[src/hdl/bpc_pkg.sv]
// Package with shared types and constants for the button press classifier.
`default_nettype none

package bpc_pkg;

    localparam int unsigned TimeWidth   = 32;
    localparam int unsigned CfgWidth    = 16;
    localparam int unsigned CfgIdxWidth = 8;
    localparam int unsigned EventWidth  = 3;

    typedef logic [TimeWidth-1:0]   time_ticks_t;
    typedef logic [CfgWidth-1:0]    cfg_word_t;
    typedef logic [CfgIdxWidth-1:0] cfg_idx_t;

    typedef enum logic [EventWidth-1:0] {
        EV_NONE      = 3'd0,
        EV_SINGLE    = 3'd1,
        EV_LONG      = 3'd2,
        EV_VERY_LONG = 3'd3,
        EV_DOUBLE    = 3'd4
    } press_event_t;

    localparam cfg_idx_t CFG_DEBOUNCE   = 8'd0;
    localparam cfg_idx_t CFG_DOUBLE_GAP = 8'd1;
    localparam cfg_idx_t CFG_SHORT_HOLD = 8'd2;
    localparam cfg_idx_t CFG_LONG_HOLD  = 8'd3;

    localparam cfg_word_t DEBOUNCE_RESET   = 16'd20;
    localparam cfg_word_t DOUBLE_GAP_RESET = 16'd250;
    localparam cfg_word_t SHORT_HOLD_RESET = 16'd300;
    localparam cfg_word_t LONG_HOLD_RESET  = 16'd5000;

    typedef struct packed {
        cfg_word_t debounce_ticks;
        cfg_word_t double_gap_ticks;
        cfg_word_t short_hold_ticks;
        cfg_word_t long_hold_ticks;
    } bpc_cfg_t;

endpackage

`default_nettype wire

[src/hdl/bpc_classify.sv]
// Debounce and press classification state, updated once per accepted sample.
`default_nettype none

module bpc_classify (
    input  wire logic                  clk,
    input  wire logic                  rst_n,
    input  wire bpc_pkg::bpc_cfg_t     cfg,
    input  wire logic                  sample_en,
    input  wire logic                  raw_level,
    input  wire bpc_pkg::time_ticks_t  now_ticks,
    output bpc_pkg::press_event_t      event_code
);

    logic                 stable_level_reg;
    logic                 stable_level_next;
    bpc_pkg::time_ticks_t last_change_time_reg;
    bpc_pkg::time_ticks_t last_change_time_next;
    bpc_pkg::time_ticks_t press_time_reg;
    bpc_pkg::time_ticks_t press_time_next;
    bpc_pkg::time_ticks_t release_time_reg;
    bpc_pkg::time_ticks_t release_time_next;
    logic                 awaiting_second_reg;
    logic                 awaiting_second_next;

    bpc_pkg::time_ticks_t since_change;
    bpc_pkg::time_ticks_t since_press;
    bpc_pkg::time_ticks_t since_release;
    bpc_pkg::time_ticks_t stored_hold;
    bpc_pkg::time_ticks_t hold_len;
    logic                 level_change;
    logic                 press_edge;
    logic                 release_edge;
    logic                 awaiting_mid;

    assign since_change  = now_ticks - last_change_time_reg;
    assign since_press   = now_ticks - press_time_reg;
    assign since_release = now_ticks - release_time_reg;
    assign stored_hold   = release_time_reg - press_time_reg;

    assign level_change = (since_change > {16'd0, cfg.debounce_ticks})
                          && (raw_level != stable_level_reg);
    assign press_edge   = level_change && raw_level;
    assign release_edge = level_change && !raw_level;
    assign hold_len     = release_edge ? since_press : stored_hold;

    always_comb
    begin
        stable_level_next     = level_change ? raw_level : stable_level_reg;
        last_change_time_next = level_change ? now_ticks : last_change_time_reg;
        press_time_next       = press_edge ? now_ticks : press_time_reg;
        release_time_next     = release_edge ? now_ticks : release_time_reg;
        event_code            = bpc_pkg::EV_NONE;
        awaiting_mid          = awaiting_second_reg;

        if (release_edge)
        begin
            if (awaiting_second_reg)
            begin
                event_code   = bpc_pkg::EV_DOUBLE;
                awaiting_mid = 1'b0;
            end
            else
            begin
                awaiting_mid = 1'b1;
            end
        end

        awaiting_second_next = awaiting_mid;

        // The gap and very-long checks are skipped on the sample that starts their timers.
        priority if (!stable_level_next && awaiting_mid && !release_edge
                     && (since_release > {16'd0, cfg.double_gap_ticks}))
        begin
            awaiting_second_next = 1'b0;
            event_code           = bpc_pkg::EV_SINGLE;
        end
        else if (!stable_level_next && awaiting_mid
                 && (hold_len >= {16'd0, cfg.short_hold_ticks})
                 && (hold_len <= {16'd0, cfg.long_hold_ticks}))
        begin
            awaiting_second_next = 1'b0;
            event_code           = bpc_pkg::EV_LONG;
        end
        else if (stable_level_next && !press_edge
                 && (since_press > {16'd0, cfg.long_hold_ticks}))
        begin
            awaiting_second_next = 1'b0;
            event_code           = bpc_pkg::EV_VERY_LONG;
        end
        else
        begin
            awaiting_second_next = awaiting_mid;
        end
    end

    always_ff @(posedge clk or negedge rst_n)
    begin
        if (!rst_n)
        begin
            stable_level_reg     <= 1'b0;
            last_change_time_reg <= '0;
            press_time_reg       <= '0;
            release_time_reg     <= '0;
            awaiting_second_reg  <= 1'b0;
        end
        else if (sample_en)
        begin
            stable_level_reg     <= stable_level_next;
            last_change_time_reg <= last_change_time_next;
            press_time_reg       <= press_time_next;
            release_time_reg     <= release_time_next;
            awaiting_second_reg  <= awaiting_second_next;
        end
    end

endmodule

`default_nettype wire

[src/hdl/button_press_classifier_core.sv]
// Top level of the debounced button press classifier with config and output buffering.
//
// Each input request carries one sample of the raw button level and the value of a
// free-running 32-bit tick counter. The level is debounced and presses are classified
// as single, double, long or very long; every sample yields exactly one output request
// with press_event (0 none, 1 single, 2 long, 3 very long, 4 double).
// A result is registered at the edge that accepts its sample, into the main output
// register, or the skid register if the main one holds a result not taken; throughput is
// one sample per cycle while in_ready is high, set by the single classifier state stage.
// The output side has a main register and a skid register, so a sample is still
// accepted while one finished result waits; in_ready drops only when both hold data.
// Configuration writes are always accepted (cfg_ready is high); indexes 0 to 3 select
// debounce, double gap, short hold and long hold, other indexes are ignored, and the data
// word is 16 bits wide. Writes are meant to happen while the block is idle.
// Reset loads the default thresholds, clears all state and empties the output buffer.
`default_nettype none

module button_press_classifier_core (
    input  wire logic                       clk,
    input  wire logic                       rst_n,
    input  wire logic                       cfg_valid,
    output logic                            cfg_ready,
    input  wire bpc_pkg::cfg_idx_t          cfg_index,
    input  wire bpc_pkg::cfg_word_t         cfg_data,
    input  wire logic                       in_valid,
    output logic                            in_ready,
    input  wire logic                       raw_level,
    input  wire bpc_pkg::time_ticks_t       now_ticks,
    output logic                            out_valid,
    input  wire logic                       out_ready,
    output logic [bpc_pkg::EventWidth-1:0]  press_event
);

    bpc_pkg::bpc_cfg_t     cfg_reg;
    bpc_pkg::press_event_t event_code;
    bpc_pkg::press_event_t out_event_reg;
    bpc_pkg::press_event_t skid_event_reg;
    logic                  out_valid_reg;
    logic                  skid_valid_reg;
    logic                  in_fire;
    logic                  out_take;

    assign cfg_ready   = 1'b1;
    assign in_ready    = !skid_valid_reg;
    assign in_fire     = in_valid && in_ready;
    assign out_take    = out_valid_reg && out_ready;
    assign out_valid   = out_valid_reg;
    assign press_event = out_event_reg;

    always_ff @(posedge clk or negedge rst_n)
    begin
        if (!rst_n)
        begin
            cfg_reg.debounce_ticks   <= bpc_pkg::DEBOUNCE_RESET;
            cfg_reg.double_gap_ticks <= bpc_pkg::DOUBLE_GAP_RESET;
            cfg_reg.short_hold_ticks <= bpc_pkg::SHORT_HOLD_RESET;
            cfg_reg.long_hold_ticks  <= bpc_pkg::LONG_HOLD_RESET;
        end
        else if (cfg_valid)
        begin
            unique case (cfg_index)
                bpc_pkg::CFG_DEBOUNCE:   cfg_reg.debounce_ticks   <= cfg_data;
                bpc_pkg::CFG_DOUBLE_GAP: cfg_reg.double_gap_ticks <= cfg_data;
                bpc_pkg::CFG_SHORT_HOLD: cfg_reg.short_hold_ticks <= cfg_data;
                bpc_pkg::CFG_LONG_HOLD:  cfg_reg.long_hold_ticks  <= cfg_data;
                default:                 cfg_reg                  <= cfg_reg;
            endcase
        end
    end

    bpc_classify u_classify (
        .clk        (clk),
        .rst_n      (rst_n),
        .cfg        (cfg_reg),
        .sample_en  (in_fire),
        .raw_level  (raw_level),
        .now_ticks  (now_ticks),
        .event_code (event_code)
    );

    always_ff @(posedge clk or negedge rst_n)
    begin
        if (!rst_n)
        begin
            out_valid_reg  <= 1'b0;
            skid_valid_reg <= 1'b0;
        end
        else if (in_fire)
        begin
            if (!out_valid_reg || out_take)
            begin
                out_valid_reg <= 1'b1;
            end
            else
            begin
                skid_valid_reg <= 1'b1;
            end
        end
        else if (out_take)
        begin
            out_valid_reg  <= skid_valid_reg;
            skid_valid_reg <= 1'b0;
        end
    end

    always_ff @(posedge clk)
    begin
        if (in_fire)
        begin
            if (!out_valid_reg || out_take)
            begin
                out_event_reg <= event_code;
            end
            else
            begin
                skid_event_reg <= event_code;
            end
        end
        else if (out_take && skid_valid_reg)
        begin
            out_event_reg <= skid_event_reg;
        end
    end

endmodule

`default_nettype wire
[config.mk]
export PLATFORM = sky130hd
export DESIGN_NAME = button_press_classifier_core
export DESIGN_NICKNAME = d
export VERILOG_FILES = /design/src/hdl/bpc_pkg.sv /design/src/hdl/bpc_classify.sv /design/src/hdl/button_press_classifier_core.sv
export SDC_FILE = /design/constraint.sdc
export NUM_CORES = 1
export LEC_CHECK = 0
export BUFFER_PORTS_ARGS = -buffer_cell sky130_fd_sc_hd__buf_4
export CAP_MARGIN = 20
export CORE_MARGIN = 2
export CORE_UTILIZATION = 64
export CTS_CLUSTER_SIZE = 40
export DETAILED_ROUTE_END_ITERATION = 10
export GPL_TIMING_DRIVEN = 0
export PLACE_DENSITY = 0.82
export SYNTH_ARGS = -nofsm -noshare
export SYNTH_HDL_FRONTEND = slang
export SYNTH_HIERARCHICAL = 1
export SYNTH_SLANG_ARGS = --single-unit
[constraint.sdc]
create_clock -name clk -period 7.8 [get_ports clk]
set_input_delay 0.39 -clock clk [delete_from_list [all_inputs] [get_ports clk]]
set_output_delay 0.39 -clock clk [all_outputs]
set_load 0.02 [all_outputs]
* After elaboration in Yosys (flattened, before gate mapping)
Cells that the tools add are included. W data, S select, Z words.
Word-level totals: bits in registers 170, input port bits 62, logic and storage cells 84, output and inout port bits 6
Cells by class: add/sub/neg operators 4, reduce and logical (&&, ||, !) cells 34, bitwise gates (word level) 1, equality and inequality tests 6, muxes and demuxes 21, $lt $le $gt $ge 5
Operators by type and width (number):
- $sub A32 B32 Y32 | 4
- $gt A32 B16 Y1 | 3
- $ge A32 B16 Y1 | 1
- $le A32 B16 Y1 | 1
- $mux W32 | 1
- $mux W3 | 8
- $reduce_and A2 Y1 | 11
- $eq A8 B2 Y1 const B | 2
- $logic_and A1 B1 Y1 | 13
- $mux W1 | 12
- $eq A8 B1 Y1 const B | 1
- $logic_not A8 Y1 | 1
- $logic_not A1 Y1 | 6
- $reduce_bool A2 Y1 | 2
- $ne A2 B1 Y1 const B | 1
- $ne A2 B2 Y1 const B | 1
- $logic_or A1 B1 Y1 | 1
- $ne A1 B1 Y1 | 1
- $not A1 Y1 | 1

* Logic depth before layout (Yosys ltp)
depth after elaboration 12, mapped depth 35, gate-level depth less buffers 33

* Modules after synthesis
The synthesis kept the hierarchy.
By module, submodules not included:
- bpc_classify | cells each 1735, instances 1, seq. area each 2452.4 µm², area each 13837.0 µm²
- button_press_classifier_core | cells each 162, instances 1, seq. area each 1853.0 µm², area each 2803.9 µm²

* Least setup slack after synthesis
No wires, ideal clock.
path type input to register, from input now_ticks[0], to register out_event_reg[1], in the netlist press_event[1], data pin, buffers on the path 1, path slack 1.221 ns, arrival time 6.320 ns, stages on the path 31, cell sequence inv_1 -> ha_1 -> fa_1 -> nand2b_1 -> a21oi_1 -> o21ai_1 -> a21oi_1 -> xor2_1 -> ha_1 -> nand4_1 -> nor4_1 -> a211oi_1 -> a211o_1 -> nor4_1 -> nand4_1 -> o211a_1 -> clkbuf_1 -> mux2_2 -> ha_1 -> nand2b_1 -> a21o_1 -> a21o_1 -> a21o_1 -> a21oi_1 -> nor2b_1 -> o21ai_0 -> a2111oi_0 -> o211ai_1 -> a21oi_1 -> a31o_2 -> mux2_2
On the way: longest elaborated chain between the ends 12, elaborated cells between the ends (all ways) 30
RTL lines:
- start, declared | RTL line button_press_classifier_core.sv:28 | input wire bpc_pkg::time_ticks_t now_ticks,
- $sub A32 B32 Y32 | RTL line bpc_classify.sv:35 | assign since_change = now_ticks - last_change_time_reg;
- $gt A32 B16 Y1 | RTL line bpc_classify.sv:40 | assign level_change = (since_change > {16'd0, cfg.debounce_ticks})
- $logic_and A1 B1 Y1 | RTL line bpc_classify.sv:41 | && (raw_level != stable_level_reg);
- $logic_and A1 B1 Y1 (tied with other cells) | RTL line bpc_classify.sv:43 | assign release_edge = level_change && !raw_level;
- $mux W32 (tied with other cells) | RTL line bpc_classify.sv:44 | assign hold_len = release_edge ? since_press : stored_hold;
- $ge A32 B16 Y1 (tied with other cells) | RTL line bpc_classify.sv:78 | && (hold_len >= {16'd0, cfg.short_hold_ticks})
- $logic_and A1 B1 Y1, on equally long branches | RTL line bpc_classify.sv:78, bpc_classify.sv:85
- $logic_and A1 B1 Y1 / $mux W3 (equally long branches) | RTL line bpc_classify.sv:79, bpc_classify.sv:84
- $mux W3 | RTL line bpc_classify.sv:77 | else if (!stable_level_next && awaiting_mid
- $mux W3 (*) | RTL line bpc_classify.sv:71 | priority if (!stable_level_next && awaiting_mid && !release_edge
- net event_code[1] | RTL line button_press_classifier_core.sv:35 | bpc_pkg::press_event_t event_code;
- $mux W3 (*) | RTL line button_press_classifier_core.sv:110 | if (!out_valid_reg || out_take)
- $mux W3 (*) | RTL line button_press_classifier_core.sv:108 | if (in_fire)
- end signal, assigned | RTL line button_press_classifier_core.sv:112 | out_event_reg <= event_code;
- end signal, assigned | RTL line button_press_classifier_core.sv:121 | out_event_reg <= skid_event_reg;
- end, declared | RTL line button_press_classifier_core.sv:36 | bpc_pkg::press_event_t out_event_reg;
Mark *: on every way through the listed nets, which the timed path passes. The rest lies on a longest branch. The select of a mux whose other input is x is not followed. A chain may end at the register's enable or synchronous reset.

* Worst setup path in the final report
from register u_classify.last_change_time_reg[0], to register out_event_reg[2], in the netlist press_event[2], data pin
On the way: longest elaborated chain between the ends 12, elaborated cells between the ends (all ways) 26
RTL lines:
- start, declared | RTL line bpc_classify.sv:16 | bpc_pkg::time_ticks_t last_change_time_reg;
- start signal, assigned | RTL line bpc_classify.sv:109 | last_change_time_reg <= last_change_time_next;
- $sub A32 B32 Y32 (*) | RTL line bpc_classify.sv:35
- $gt A32 B16 Y1 (*) | RTL line bpc_classify.sv:40
- $logic_and A1 B1 Y1 (*) | RTL line bpc_classify.sv:41
- $logic_and A1 B1 Y1 (tied with other cells) | RTL line bpc_classify.sv:43
- $mux W32 (tied with other cells) | RTL line bpc_classify.sv:44
- $ge A32 B16 Y1 (tied with other cells) | RTL line bpc_classify.sv:78
- $logic_and A1 B1 Y1, on equally long branches | RTL line bpc_classify.sv:78, bpc_classify.sv:85
- $logic_and A1 B1 Y1 / $mux W3 (equally long branches) | RTL line bpc_classify.sv:79, bpc_classify.sv:84
- $mux W3 | RTL line bpc_classify.sv:77
- $mux W3 (*) | RTL line bpc_classify.sv:71
- net event_code[2] | RTL line button_press_classifier_core.sv:35
- $mux W3 (*) | RTL line button_press_classifier_core.sv:110
- $mux W3 (*) | RTL line button_press_classifier_core.sv:108
Marked as above.

==> run metrics <==
outcome=complete, no violations; Worst-Margin Slew=0.798 ns; clock root buffer master=clkbuf_16; DR WL/cell=just over 20 µm; hold wc startpoint=out_ready; Critical Path RT=7.98 ns; Die Y=165 µm; Worst Skew=between 0.015 and 0.02 ns; crit path DAT=7.71 ns; CTS Sinks=170; Clock Latency Late Sink=0.44 ns; max_slew headroom=0.465; share of post-route cells with drive strength above 1=0.174; die area=27300 µm²; Fillers=1996; area grow syn2layout=9.74%; synth top area cells=dfrtp_1, ha_1, mux2_2; classification of the worst setup path=reg -> reg; Buffers & Inverters on Critical Path=4; drt pass-1 iters=6; syn_area_per_cell=around 9 µm²; Worst Slack Setup Final=0.276 ns; vias in the first global route=14809; post-layout util=0.709; Worst setup SP type=flip-flop; largest net degree at the start of global routing=131; Final ANT Viol Nets=0; register area share after synthesis=0.259; Hold WC Path Type=in -> reg; initial antenna violation count=1; worst stage delay on the critical path=0.42 ns; Top delay family on crit path=compound AO/OA/AOI/OAI gates; Worst Path Max Fanout=10; post-synthesis net count=~2200; Worst VDD drop=~0.00028 V; gpl congestion=0.967; grt ovf=0; Final Hold Viols=0; Setup Slack @ Placement=-0.648 ns; clk buf depth=2; Ports=68; Async SR Flop Fraction=0.965; RR Startpoint=u_classify/last_change_time_reg[0]; setup violators final=0; final setup TNS=0 ns; area leader, netlist=dfrtp_1; PortBufs=65; DR vias=15229; most numerous cell on the critical path=a21oi_1; part of the cycle the worst path needs=0.965; CTS tree=done; CP Launch Point=u_classify/last_change_time_reg[0]; CTS Buf Count=17; Post-synth EDFFs=6; CP max stage cell=a2111oi_1; Rows=between 50 and 60; Post-route DRC=0; GRT Overall Usage=0.349; Yosys cell types=104; Final Max Tran Viols=0; Starting Density=0.646; final WL=47600 µm; First DRT Iteration DRCs=approximately 1200; Synth Warn #=6; fmax=0.133 GHz; CTS clock-pin slew for the worst setup and hold paths=0.07 ns; DR vias/cell=about 6.5; top cell type's share of synthesized area=0.221; PwrDens=roughly 500 nW/µm²; Largest register FFs=between 60 and 70; fin crit period=7.52 ns; Yosys reg bits=170; Die X=~170 µm; first-pass GRT wire length=74300 µm; Layout Nets=2259; leakage power=8.14 nW; Cells after Synth=about 1900; Post-DP HPWL=38300 µm; crit end category=flip-flop; CORE AREA=approximately 26000 µm²; H-tree levels=4; max capacitance violation total=0; top_reg_cell synth=dfrtp_1; Synth Cell Area=roughly 17000 µm²; Final Power=9.07 mW
==> cells in the mapped netlist, types with 8 or more instances <==
cell type  instances
a21oi_1          159
o31ai_1           10
xnor2_1           37
nor4_1            12
mux2_1            17
nand4_1           44
a211oi_1          17
nand3_1           35
o21ai_0          100
clkbuf_1          27
mux2i_1           10
o21a_1            31
a21o_1            42
nor3b_1            8
o21ai_1            9
a21boi_0           9
inv_1            190
or3_1             12
nand2_1          147
xor2_1            37
nor2_1            93
o21bai_1          11
o2111ai_1         13
nor2b_1           22
dfstp_2           17
nor3_1            25
mux2_2           146
o211ai_1          24
ha_1             205
dfrtp_1          147
nand2b_1          16
buf_2             20
a31oi_1           12
and3_1            14
==> final cells by class <==
type | instances | area [µm²] | share of cell area
timing repair buffer | 72 | 571 | 0.0312
clock inverter | 14 | 150 | 0.00822
antenna | 1 | 2.50 | 0.000137
sequential | 170 | 4310 | 0.236
multi-input combinational | 1478 | 11400 | 0.622
inverter | 190 | 713 | 0.0391
tap | 335 | 419 | 0.0230
clock buffer | 18 | 439 | 0.0240
buffer | 59 | 299 | 0.0164
==> worst paths after layout <==
path	to	slack [ns]	cells after the start
min in group asynchronous	cfg_reg[4]	0.41	2
worst max-delay path	press_event[2]	0.28	34
worst min register to register	u_classify/press_time_reg[19]	0.49	1
worst max register to register	press_event[2]	0.28	34
worst min-delay path	skid_valid_reg	0.18	2
max in group asynchronous	u_classify/last_change_time_reg[21]	6.49	3
==> kinds of logic (layout without fill, tap and decap cells) <==
family,after synthesis,in the layout,synth area share
other,1,2,0.000225
multiplexers,173,173,0.116
flip-flops,170,170,0.259
adder cells (fa/ha/maj),209,209,0.159
AO/OA/AOI/OAI,539,539,0.217
XOR/XNOR,74,74,0.0389
AND/OR/NAND/NOR,482,482,0.149
buffers and inverters,249,353,0.0607
==> layer usage <==
layer	vias up	global-route usage	wire, µm
li1	7187	-	-
met5	-	0	0
met2	601	0.595	22700
met3	133	0.0552	2760
met4	0	0.157	1900
met1	7308	0.437	20300
==> power by group <==
| part | total, mW | switching (mW) | internal, mW |
|---|---|---|---|
| Clock | 0.852 | 0.416 | 0.436 |
| Combinational | 6.83 | 4.04 | 2.79 |
| Sequential | 1.39 | 0.204 | 1.18 |
| Total | 9.07 | 4.66 | 4.41 |
==> cell usage in the layout, fill, tap and decap left out, drive strengths merged, types with 16 or more instances in the layout <==
cell type | Yosys | layout
nor3 | 26 | 26
nor2b | 22 | 22
a211oi | 19 | 19
xnor2 | 37 | 37
a21oi | 162 | 162
nand4 | 45 | 45
a21o | 43 | 43
buf | 31 | 103
nand3 | 35 | 35
ha | 205 | 205
dfstp | 17 | 17
o21a | 31 | 31
nand2b | 16 | 16
inv | 190 | 197
nor2 | 93 | 93
xor2 | 37 | 37
o21ai | 109 | 109
nand2 | 149 | 149
and3 | 17 | 17
mux2 | 163 | 163
dfrtp | 147 | 147
o211ai | 24 | 24
clkbuf | 28 | 45
==> stage by stage <==
stage	instances	area (µm²)	hold slack, ns
3_3_place_gp	2297	17500	0.464
3_5_place_dp	2298	17600	0.285
5_1_grt	2336	18300	0.167
4_1_cts	2334	18200	0.164
6_report	2337	18300	0.179
2_1_floorplan	1897	16600	0.0944
==> repair_timing <==
item,in CTS,in global routing
hold buffers,1,0
endpoints found under the hold margin,26,0
pin swaps,2,3
endpoints found under the setup margin,5,4
resized for setup,3,10
buffers inserted,3,2
Power figures use the tool's default switching activity.
